File: src/rtl/srecord_to_load_commands_core_defines.svh
// ----------------------------------------------------------------------------
// S-record to loader command converter: assertion macros
// Shared assertion helpers; they expand to nothing when SYNTH is defined.
// ----------------------------------------------------------------------------
`ifndef SRECORD_TO_LOAD_COMMANDS_CORE_DEFINES_SVH
`define SRECORD_TO_LOAD_COMMANDS_CORE_DEFINES_SVH
`ifndef SYNTH
`define SRTLC_ASSERT(lbl, ante, cons, msg) \
	lbl: assert property (@(posedge clk) disable iff (!arst_n) (ante) |-> (cons)) \
		else $error(msg);
`define SRTLC_ASSERT_NEXT(lbl, ante, cons, msg) \
	lbl: assert property (@(posedge clk) disable iff (!arst_n) (ante) |=> (cons)) \
		else $error(msg);
`else
`define SRTLC_ASSERT(lbl, ante, cons, msg)
`define SRTLC_ASSERT_NEXT(lbl, ante, cons, msg)
`endif
`endif

File: src/rtl/srtlc_pkg.sv
// ----------------------------------------------------------------------------
// S-record to loader command converter: package
// Character codes, line positions, parser state and result word types.
// ----------------------------------------------------------------------------
package srtlc_pkg;

	localparam logic [7:0] CH_LF         = 8'h0A;
	localparam logic [7:0] CH_CR         = 8'h0D;
	localparam logic [7:0] CH_S          = 8'h53;
	localparam logic [7:0] CH_TYPE_DATA  = 8'h31;
	localparam logic [7:0] CH_TYPE_END   = 8'h39;
	localparam logic [7:0] CMD_RAM       = 8'h57;
	localparam logic [7:0] CMD_EEPROM    = 8'h50;
	localparam logic [7:0] COUNT_OFFSET  = 8'd3;

	localparam int         ADDR_W              = 3;
	localparam logic [2:0] REG_TARGET_EEPROM   = 3'd0;

	localparam int FIFO_DEPTH = 4;
	localparam int FIFO_AW    = $clog2(FIFO_DEPTH);
	localparam int FIFO_CW    = FIFO_AW + 1;

	typedef enum logic [11:0] {
		POS_START     = 12'b0000_0000_0001,
		POS_TYPE      = 12'b0000_0000_0010,
		POS_COUNT_HI  = 12'b0000_0000_0100,
		POS_COUNT_LO  = 12'b0000_0000_1000,
		POS_ADRH_HI   = 12'b0000_0001_0000,
		POS_ADRH_LO   = 12'b0000_0010_0000,
		POS_ADRL_HI   = 12'b0000_0100_0000,
		POS_ADRL_LO   = 12'b0000_1000_0000,
		POS_COUNT_OUT = 12'b0001_0000_0000,
		POS_DATA_LO   = 12'b0010_0000_0000,
		POS_DATA_HI   = 12'b0100_0000_0000,
		POS_SKIP      = 12'b1000_0000_0000
	} pos_t;

	typedef struct packed {
		pos_t       pos;
		logic       active;
		logic [3:0] high_nib;
		logic       nib_bad;
		logic [7:0] data_left;
		logic       count_bad;
		logic       file_done;
	} st_t;

	localparam st_t ST_RESET = '{
		pos: POS_START, active: 1'b0, high_nib: 4'd0, nib_bad: 1'b0,
		data_left: 8'd0, count_bad: 1'b0, file_done: 1'b0
	};

	typedef struct packed {
		logic [7:0] data;
		logic       bad;
		logic       eof;
		logic       last;
	} res_t;

	// Returns {illegal, value}; an illegal digit reads as zero.
	function automatic logic [4:0] hex_value(input logic [7:0] c);
		logic [4:0] r;
		if (c >= 8'h30 && c <= 8'h39) begin
			r = {1'b0, 4'(c - 8'h30)};
		end else if (c >= 8'h61 && c <= 8'h66) begin
			r = {1'b0, 4'(c - 8'h57)};
		end else if (c >= 8'h41 && c <= 8'h46) begin
			r = {1'b0, 4'(c - 8'h37)};
		end else begin
			r = 5'b1_0000;
		end
		return r;
	endfunction

endpackage

File: src/rtl/srtlc_decode.sv
// ----------------------------------------------------------------------------
// S-record to loader command converter: character decoder
// Next parser state and up to two result words for one text character.
// ----------------------------------------------------------------------------
module srtlc_decode (
	input  logic [7:0]      ch,
	input  logic            target_eeprom,
	input  srtlc_pkg::st_t  st,
	output srtlc_pkg::st_t  st_next,
	output srtlc_pkg::res_t res0,
	output srtlc_pkg::res_t res1,
	output logic [1:0]      res_cnt
);

	logic [4:0] hv;
	logic [3:0] nib;
	logic       dig_bad;
	logic [7:0] pair;
	logic       pair_bad;
	logic [7:0] left_dec;

	assign hv       = srtlc_pkg::hex_value(ch);
	assign nib      = hv[3:0];
	assign dig_bad  = hv[4];
	assign pair     = {st.high_nib, nib};
	assign pair_bad = st.nib_bad | dig_bad;
	assign left_dec = st.data_left - 8'd1;

	always_comb begin
		st_next = st;
		res0    = '0;
		res1    = '0;
		res_cnt = 2'd0;
		if (st.file_done) begin
			res_cnt = 2'd0;
		end else if (ch == srtlc_pkg::CH_LF || ch == srtlc_pkg::CH_CR) begin
			if (st.active && st.pos == srtlc_pkg::POS_COUNT_OUT) begin
				res0.data = st.data_left;
				res0.bad  = st.count_bad;
				res_cnt   = 2'd1;
			end
			st_next.pos    = srtlc_pkg::POS_START;
			st_next.active = 1'b0;
		end else if (!st.active) begin
			if (st.pos == srtlc_pkg::POS_START) begin
				st_next.pos = (ch == srtlc_pkg::CH_S) ? srtlc_pkg::POS_TYPE
					: srtlc_pkg::POS_SKIP;
			end else if (st.pos == srtlc_pkg::POS_TYPE) begin
				if (ch == srtlc_pkg::CH_TYPE_END) begin
					st_next.file_done = 1'b1;
					st_next.pos       = srtlc_pkg::POS_SKIP;
					res0.eof          = 1'b1;
					res_cnt           = 2'd1;
				end else if (ch == srtlc_pkg::CH_TYPE_DATA) begin
					st_next.active = 1'b1;
					st_next.pos    = srtlc_pkg::POS_COUNT_HI;
				end else begin
					st_next.pos = srtlc_pkg::POS_SKIP;
				end
			end
		end else begin
			case (st.pos)
				srtlc_pkg::POS_COUNT_HI: begin
					st_next.high_nib = nib;
					st_next.nib_bad  = dig_bad;
					st_next.pos      = srtlc_pkg::POS_COUNT_LO;
				end
				srtlc_pkg::POS_ADRH_HI: begin
					st_next.high_nib = nib;
					st_next.nib_bad  = dig_bad;
					st_next.pos      = srtlc_pkg::POS_ADRH_LO;
				end
				srtlc_pkg::POS_ADRL_HI: begin
					st_next.high_nib = nib;
					st_next.nib_bad  = dig_bad;
					st_next.pos      = srtlc_pkg::POS_ADRL_LO;
				end
				srtlc_pkg::POS_DATA_HI: begin
					st_next.high_nib = nib;
					st_next.nib_bad  = dig_bad;
					st_next.pos      = srtlc_pkg::POS_DATA_LO;
				end
				srtlc_pkg::POS_COUNT_LO: begin
					st_next.count_bad = pair_bad;
					st_next.data_left = (pair > srtlc_pkg::COUNT_OFFSET)
						? pair - srtlc_pkg::COUNT_OFFSET : 8'd0;
					st_next.pos       = srtlc_pkg::POS_ADRH_HI;
				end
				srtlc_pkg::POS_ADRH_LO: begin
					res0.data   = target_eeprom ? srtlc_pkg::CMD_EEPROM : srtlc_pkg::CMD_RAM;
					res1.data   = pair;
					res1.bad    = pair_bad;
					res_cnt     = 2'd2;
					st_next.pos = srtlc_pkg::POS_ADRL_HI;
				end
				srtlc_pkg::POS_ADRL_LO: begin
					res0.data   = pair;
					res0.bad    = pair_bad;
					res_cnt     = 2'd2;
					st_next.pos = srtlc_pkg::POS_COUNT_OUT;
				end
				srtlc_pkg::POS_COUNT_OUT: begin
					res0.data = st.data_left;
					res0.bad  = st.count_bad;
					res_cnt   = 2'd1;
					if (st.data_left == 8'd0) begin
						st_next.active = 1'b0;
						st_next.pos    = srtlc_pkg::POS_SKIP;
					end else begin
						st_next.high_nib = nib;
						st_next.nib_bad  = dig_bad;
						st_next.pos      = srtlc_pkg::POS_DATA_LO;
					end
				end
				srtlc_pkg::POS_DATA_LO: begin
					res0.data         = pair;
					res0.bad          = pair_bad;
					res_cnt           = 2'd1;
					st_next.data_left = left_dec;
					if (left_dec == 8'd0) begin
						st_next.active = 1'b0;
						st_next.pos    = srtlc_pkg::POS_SKIP;
					end else begin
						st_next.pos = srtlc_pkg::POS_DATA_HI;
					end
				end
				default: begin
					st_next.active = 1'b0;
					st_next.pos    = srtlc_pkg::POS_SKIP;
				end
			endcase
		end
		if (res_cnt == 2'd1) begin
			res0.last = 1'b1;
		end
		if (res_cnt == 2'd2) begin
			res1.last = 1'b1;
		end
	end

endmodule

File: src/rtl/srtlc_fifo.sv
// ----------------------------------------------------------------------------
// S-record to loader command converter: result queue
// Small queue that takes up to two result words per cycle and gives one.
// ----------------------------------------------------------------------------
`include "srecord_to_load_commands_core_defines.svh"

module srtlc_fifo (
	input  logic                            clk,
	input  logic                            arst_n,
	input  logic [1:0]                      push_cnt,
	input  srtlc_pkg::res_t                 push0,
	input  srtlc_pkg::res_t                 push1,
	input  logic                            pop,
	output srtlc_pkg::res_t                 head,
	output logic [srtlc_pkg::FIFO_CW-1:0]   cnt
);

	srtlc_pkg::res_t                 mem [srtlc_pkg::FIFO_DEPTH];
	logic [srtlc_pkg::FIFO_AW-1:0]   wp_q;
	logic [srtlc_pkg::FIFO_AW-1:0]   rp_q;
	logic [srtlc_pkg::FIFO_CW-1:0]   cnt_q;
	logic [srtlc_pkg::FIFO_AW-1:0]   wp_inc;

	assign wp_inc = wp_q + srtlc_pkg::FIFO_AW'(1);
	assign head   = mem[rp_q];
	assign cnt    = cnt_q;

	always_ff @(posedge clk) begin
		if (push_cnt != 2'd0) begin
			mem[wp_q] <= push0;
		end
		if (push_cnt == 2'd2) begin
			mem[wp_inc] <= push1;
		end
	end

	always_ff @(posedge clk or negedge arst_n) begin
		if (!arst_n) begin
			wp_q  <= '0;
			rp_q  <= '0;
			cnt_q <= '0;
		end else begin
			wp_q  <= wp_q + srtlc_pkg::FIFO_AW'(push_cnt);
			rp_q  <= rp_q + srtlc_pkg::FIFO_AW'(pop);
			cnt_q <= cnt_q + srtlc_pkg::FIFO_CW'(push_cnt) - srtlc_pkg::FIFO_CW'(pop);
		end
	end

	`SRTLC_ASSERT(a_fifo_no_overflow, push_cnt != 2'd0, (cnt_q + srtlc_pkg::FIFO_CW'(push_cnt)) <= srtlc_pkg::FIFO_CW'(srtlc_pkg::FIFO_DEPTH), "Result queue overflow.")
	`SRTLC_ASSERT(a_fifo_ptr_empty, cnt_q == '0, rp_q == wp_q, "Queue pointers disagree while empty.")

endmodule

File: src/rtl/srecord_to_load_commands_core.sv
// ----------------------------------------------------------------------------
// S-record to loader command converter
// Turns S-record text, one character per word, into loader command bytes.
// ----------------------------------------------------------------------------
// A character is accepted into an input register and decoded from it; its
// result words are written into the result queue, whose head is offered.
// One character is taken per cycle while the result queue has room for two
// words; the output side moves one word per cycle while out_stall is low,
// so characters that cause two words drain at one word per cycle.
// Reset clears the parser to the start of a line and selects RAM writes.
`include "srecord_to_load_commands_core_defines.svh"

module srecord_to_load_commands_core (
	input  logic                          clk,
	input  logic                          arst_n,
	input  logic                          psel,
	input  logic                          penable,
	input  logic                          pwrite,
	input  logic [srtlc_pkg::ADDR_W-1:0]  paddr,
	input  logic [31:0]                   pwdata,
	output logic [31:0]                   prdata,
	output logic                          pready,
	input  logic                          in_valid,
	output logic                          in_stall,
	input  logic [7:0]                    ascii_char,
	output logic                          out_valid,
	input  logic                          out_stall,
	output logic [7:0]                    out_byte,
	output logic                          bad_digit,
	output logic                          end_of_file,
	output logic                          last
);

	logic                          target_q;
	logic                          s1_valid;
	logic [7:0]                    ch_s1;
	srtlc_pkg::st_t                st_q;
	srtlc_pkg::st_t                st_next;
	srtlc_pkg::res_t               res0;
	srtlc_pkg::res_t               res1;
	srtlc_pkg::res_t               head;
	logic [1:0]                    dec_cnt;
	logic [srtlc_pkg::FIFO_CW-1:0] fifo_cnt;
	logic                          room;
	logic                          s1_adv;
	logic                          in_acc;
	logic                          pop;

	assign pready = 1'b1;
	assign prdata = (paddr == srtlc_pkg::REG_TARGET_EEPROM) ? {31'd0, target_q} : 32'd0;

	always_ff @(posedge clk or negedge arst_n) begin
		if (!arst_n) begin
			target_q <= 1'b0;
		end else if (psel && penable && pwrite && paddr == srtlc_pkg::REG_TARGET_EEPROM) begin
			target_q <= pwdata[0];
		end
	end

	assign room     = fifo_cnt <= srtlc_pkg::FIFO_CW'(srtlc_pkg::FIFO_DEPTH - 2);
	assign s1_adv   = s1_valid && room;
	assign in_stall = s1_valid && !room;
	assign in_acc   = in_valid && !in_stall;

	always_ff @(posedge clk or negedge arst_n) begin
		if (!arst_n) begin
			s1_valid <= 1'b0;
			st_q     <= srtlc_pkg::ST_RESET;
		end else begin
			s1_valid <= in_acc || (s1_valid && !s1_adv);
			if (s1_adv) begin
				st_q <= st_next;
			end
		end
	end

	always_ff @(posedge clk) begin
		if (in_acc) begin
			ch_s1 <= ascii_char;
		end
	end

	srtlc_decode u_decode (
		.ch            (ch_s1),
		.target_eeprom (target_q),
		.st            (st_q),
		.st_next       (st_next),
		.res0          (res0),
		.res1          (res1),
		.res_cnt       (dec_cnt)
	);

	assign out_valid = fifo_cnt != '0;
	assign pop       = out_valid && !out_stall;

	srtlc_fifo u_fifo (
		.clk      (clk),
		.arst_n   (arst_n),
		.push_cnt (s1_adv ? dec_cnt : 2'd0),
		.push0    (res0),
		.push1    (res1),
		.pop      (pop),
		.head     (head),
		.cnt      (fifo_cnt)
	);

	assign out_byte    = head.data;
	assign bad_digit   = head.bad;
	assign end_of_file = head.eof;
	assign last        = head.last;

	`SRTLC_ASSERT(a_eof_quiet, s1_adv && st_q.file_done, dec_cnt == 2'd0, "Result after end of file.")
	`SRTLC_ASSERT_NEXT(a_eof_sticky, st_q.file_done, st_q.file_done, "End of file mark was lost.")
	`SRTLC_ASSERT(a_active_pos, st_q.active, st_q.pos != srtlc_pkg::POS_START && st_q.pos != srtlc_pkg::POS_TYPE && st_q.pos != srtlc_pkg::POS_SKIP, "Active record at a non-record position.")
	`SRTLC_ASSERT(a_pair_no_eof, dec_cnt == 2'd2, !res0.eof && !res1.eof, "End of file word in a pair.")

endmodule
File: config.mk
export PLATFORM = sky130hd
export DESIGN_NAME = srecord_to_load_commands_core
export DESIGN_NICKNAME = d
export VERILOG_FILES = /design/src/rtl/srtlc_pkg.sv /design/src/rtl/srtlc_decode.sv /design/src/rtl/srtlc_fifo.sv /design/src/rtl/srecord_to_load_commands_core.sv
export VERILOG_INCLUDE_DIRS = /design/src /design/src/rtl
export SDC_FILE = /design/constraint.sdc
export NUM_CORES = 1
export LEC_CHECK = 0
export BUFFER_PORTS_ARGS = -buffer_cell sky130_fd_sc_hd__buf_2
export CAP_MARGIN = 20
export CELL_PAD_IN_SITES_DETAIL_PLACEMENT = 1
export CELL_PAD_IN_SITES_GLOBAL_PLACEMENT = 2
export CORE_MARGIN = 3
export CORE_UTILIZATION = 41
export DETAILED_ROUTE_END_ITERATION = 10
export PLACE_DENSITY_LB_ADDON = 0.1
export SLEW_MARGIN = 20
export SYNTH_ARGS = -nofsm -noshare
export SYNTH_HDL_FRONTEND = slang
export SYNTH_HIERARCHICAL = 1
export SYNTH_SLANG_ARGS = --single-unit
export TNS_END_PERCENT = 100
File: constraint.sdc
create_clock -name clk -period 10.4 [get_ports clk]
set_input_delay 3.12 -clock clk [delete_from_list [all_inputs] [get_ports clk]]
set_output_delay 3.12 -clock clk [all_outputs]
set_load 0.05 [all_outputs]
**After elaboration in Yosys (flattened, before gate mapping)**

Memory sizes are Yosys's and may differ from the RTL's.
Cells that the tools add are included.

- Output and inout port bits: 46
- Memories: 1
- Bits in registers: 45
- Bits in writable memories: 44
- Word-level logic and storage cells: 148

- Bitwise logic cells: 3
- $lt $le $gt $ge: 8
- Add/subtract/negate cells: 10
- Eq/ne operators: 20
- Muxes and demuxes: 57
- Reductions and logical operators: 36

Memories:

| name | depth | bits a word | rd ports | clocked after memory_dff | write ports | RTL line | RTL |
|---|---|---|---|---|---|---|---|
| u_fifo.mem | 4 | 11 | 1 | 0 | 2 | srtlc_fifo.sv:18 | `srtlc_pkg::res_t mem [srtlc_pkg::FIFO_DEPTH];` |

Operators with widths:

| cell | number |
|---|---|
| one-hot mux 12 bit (9 select lines) | 1 |
| two-way mux 12 bit | 6 |
| two-way mux 9 bit | 7 |
| two-way mux 13 bit | 3 |
| one-hot mux 8 bit (3 select lines) | 1 |
| two-way mux 1 bit | 21 |
| two-way mux 5 bit | 4 |
| == test 8 x 4 -> 1 bit, second input constant | 2 |
| == test 8 x 6 -> 1 bit, second input constant | 2 |
| >= comparator 8 x 7 -> 1 bit, second input constant | 2 |
| <= comparator 8 x 7 -> 1 bit, second input constant | 2 |
| zero test 8 bit | 2 |
| one-hot mux 8 bit (2 select lines) | 1 |
| == test 12 x 1 -> 1 bit, second input constant | 1 |
| == test 12 x 10 -> 1 bit, second input constant | 1 |
| == test 12 x 11 -> 1 bit, second input constant | 1 |
| == test 12 x 2 -> 1 bit, second input constant | 1 |
| == test 12 x 3 -> 1 bit, second input constant | 1 |
| == test 12 x 4 -> 1 bit, second input constant | 1 |
| == test 12 x 5 -> 1 bit, second input constant | 1 |
| == test 12 x 6 -> 1 bit, second input constant | 1 |
| == test 12 x 7 -> 1 bit, second input constant | 1 |
| == test 12 x 8 -> 1 bit, second input constant | 1 |
| == test 12 x 9 -> 1 bit, second input constant | 1 |
| other kinds (41) | 69 |

**Logic depth before layout (Yosys ltp)**

- Depth after elaboration: 11
- Depth in mapped cells: 14

**Cells and area by module**

The synthesis kept the hierarchy.

Modules (own cells, without submodules):

| module | area each (um^2) | cells each | times used |
|---|---|---|---|
| srtlc_fifo | 2627.5 | 142 | 1 |
| srtlc_decode | 1759.2 | 287 | 1 |
| srecord_to_load_commands_core | 1749.2 | 116 | 1 |

**Worst setup path before layout**

Ideal clock, no wire load.

- Kind: input to output
- Start point: input port paddr[1] (netlist name)
- End point: output port prdata[0]
- Path slack: 3514 ps
- Stages: 2
- Data required time: 7280 ps
- Arrival time: 3766 ps
- Cells stage by stage: nor3_1 > and2_1

- Cells in the longest elaborated chain, start to end: 2

Ends and longest elaborated chain:

| what | RTL line | RTL |
|---|---|---|
| start, declared | srecord_to_load_commands_core.sv:19 | `input logic [srtlc_pkg::ADDR_W-1:0] paddr,` |
| zero test 3 bit | srecord_to_load_commands_core.sv:50 | `assign prdata = (paddr == srtlc_pkg::REG_TARGET_EEPROM) ? {31'd0, target_q} : 32'd0;` |
| two-way mux 1 bit | srecord_to_load_commands_core.sv:50 |  |
| end, declared | srecord_to_load_commands_core.sv:21 | `output logic [31:0] prdata,` |

Every way passes these cells.

**Worst setup path in the final report**

Same ends and word-level chain as after synthesis.

==> out/metrics.cfg <==
[outcome]
status=finished clean

[floorplanning]
fp.coreArea_um2=14600
initial_core_util_pct=42.1
dieWidth_um=128
die_area_um2=16500
io_pins=96
num_rows=44
die_y_um=128

[placed_design]
dp_cells=734
post_dp_cell_area_um2=6270
port_buffers=32
dp.final_hpwl_um=11200
gp_congestion=0.862

[global_route]
first_global_vias=4487
antenna_found_initial=0
grt-ovfl-total=0
grt_max_degree=38
grtUsageTotal_pct=20.2
grt_pass1_wl_um=25500

[setup_path]
cp-end-kind=output pin
cp_max_fo=2
criticalPathCategory=input port to output pin
crit_start=paddr[1]
worst_ep_arrival_time_ns=3.84
regToRegSetupSlack_ns=5.98
r2r-end=u_fifo/mem[0][8]$_DFFE_PP_
startpoint_type=input port
r2r-start=st_q[23]$_DFFE_PN0N_
r2r_cells=8
required_ns=7.28

[route]
wl_per_cell_um=21.3
drtAntennaViolNets=0
drt_iter0_markers=268
drc_errors=0
via_per_inst=5.76
routed_wl_um=16000
firstDrtPassIters=4
vias=4325

[min_path]
hp-class=register to register
min_path_cells=1
worstHoldStart=u_fifo/cnt[2]$_DFF_PN0_
min_to=u_fifo/cnt[2]$_DFF_PN0_

[synth]
synth.most_common_cell=edfxtp_1
yosys-top-cells-area=edfxtp_1, dfrtp_1, mux2_4, mux2_2, buf_4
synth_common_cells=edfxtp_1, mux2_2, mux2_4
yosysUniqueCellTypes=72
avgSynthCellArea_um2=11.3
netlist_instances=545
synth-edff-count=52
yosys.area.top_type=edfxtp_1
synth_top_area_share_pct=25.4
yosysWarnings=6
ys_ff_latch=89
synthesis.area_um2=6140
synth-main-ff-cell=edfxtp_1
ys_seq_area_share_pct=40.6
async_reset_ff_share_pct=41.6

[final_layout]
final_nets=626
fin_area_um2=6630
syn_to_final_growth_pct=7.99
fin_cells=751
n_antenna_cell=0
drive_gt1_share_pct=29.1

[power]
ir_worst_vdd_mv=0.101
p_per_area_nw_per_um2=195
p_leak_nw=2.78

[sta]
fin_crit_sh_pct=66.9
slew_headroom_pct=32.8
final.setup_skew_ns=0.00865
drv_slew=0
fmax_mhz=144
setup_tns_ns=0
finalSetupViolations=0
tightestPinTransition_ns=1.00
rsz0062_at_grt=false
hold_violations=0
period_minus_slack_ns=6.96

[clocking]
cts_resized=0
clockBufferDepth=2
root_buffer=clkbuf_16
cts_tree=built
cts_setup_buffers=0
cts_sinks=89
ctsHtreeMaxLevel=3
clkSlewWorstSetupHoldPaths_ns=0.07
clk-insertion-delay-late_ns=0.35
postCtsHoldBufs=0
cts_buffers=9

[job]
maxCapViolations=0

how the worst max path moves through the flow:
stage / cells after the start / end / slack, ns
3_3_place_gp: 4 / prdata[0] / 3.46
6_report: 4 / prdata[0] / 3.44
3_5_place_dp: 4 / prdata[0] / 3.43
5_1_grt: 4 / prdata[0] / 3.39
2_1_floorplan: 2 / prdata[0] / 3.51
4_1_cts: 4 / prdata[0] / 3.43
worst max-delay path: stages:
cell	delay (ns)
buf_2	0.10
nor3_1	0.21
and2_1	0.15
buf_2	0.26
stage by stage:
step	setup slack [ns]	total power [mW]	hold WS (ns)	util [%]
final	3.44	1.30	0.532	45.4
after global routing	3.39	1.35	0.565	45.4
after CTS	3.43	1.31	0.539	45.3
after detailed placement	3.43	0.930	0.524	43.0
after global placement	3.46	0.923	0.508	43.0
after floorplan	3.51	0.844	0.477	-
placed cells by master, fill, tap and decap left out, types with 5 or more instances in the layout:
master	Yosys	layout
nand2_1	33	33
clkbuf_16	0	9
or3_1	7	7
nor2b_1	5	5
inv_1	17	17
nor3_1	9	9
nand3_1	10	10
o21ai_0	28	28
nor2_1	27	27
ha_1	13	13
mux4_2	11	11
mux2i_1	5	5
mux2_2	39	39
edfxtp_1	52	52
xnor2_1	9	9
a21oi_1	16	16
dfrtp_1	36	36
buf_2	5	32
mux2_4	39	39
nand4_1	7	7
xor2_1	5	5
and3_1	9	9
o31ai_1	8	8
buf_4	35	6
nor4_1	11	11
or4_1	8	8
conb_1	3	33
sequential cells by signal, summed over array words and instances, names as in the netlist:
signal	count
target_q	1
u_fifo/mem	44
s1_valid	1
ch_s1	8
u_fifo/rp_q	2
u_fifo/wp_q	2
st_q	28
u_fifo/cnt	3
where the power goes:
group | leakage [nW] | switching (mW) | internal [mW]
clock | 0.165 | 0.160 | 0.217
sequential | 0.982 | 0.0498 | 0.395
combinational | 1.63 | 0.319 | 0.154
total | 2.78 | 0.529 | 0.766
kinds of logic (layout without fill, tap and decap cells):
group | Yosys count | count (layout) | share of synthesized area [%]
AND/OR/NAND/NOR | 164 | 164 | 15.8
other | 3 | 33 | 0.184
flip-flops | 89 | 89 | 40.6
multiplexers | 94 | 94 | 21.6
adder cells (fa/ha/maj) | 14 | 14 | 2.98
XOR/XNOR | 14 | 14 | 2.00
buffers and inverters | 80 | 72 | 7.75
AO/OA/AOI/OAI | 87 | 87 | 9.22
layer usage:
metal  track usage, %  wire [µm]
met1             28.7       7770
met2             31.8       7500
met3             2.82        484
met4             6.55        243
met5                0          0
layout make-up:
cell class                      instances  area [µm²]
Sequential cell                        89        2490
Multi-Input combinational cell        406        3280
Clock buffer                            9         225
Timing Repair Buffer                   39         225
Fill cell                            1586        7960
Inverter                               17        63.8
Tap cell                              184         230
Clock inverter                          7         109
No activity file was read; power rests on OpenSTA's default activity.
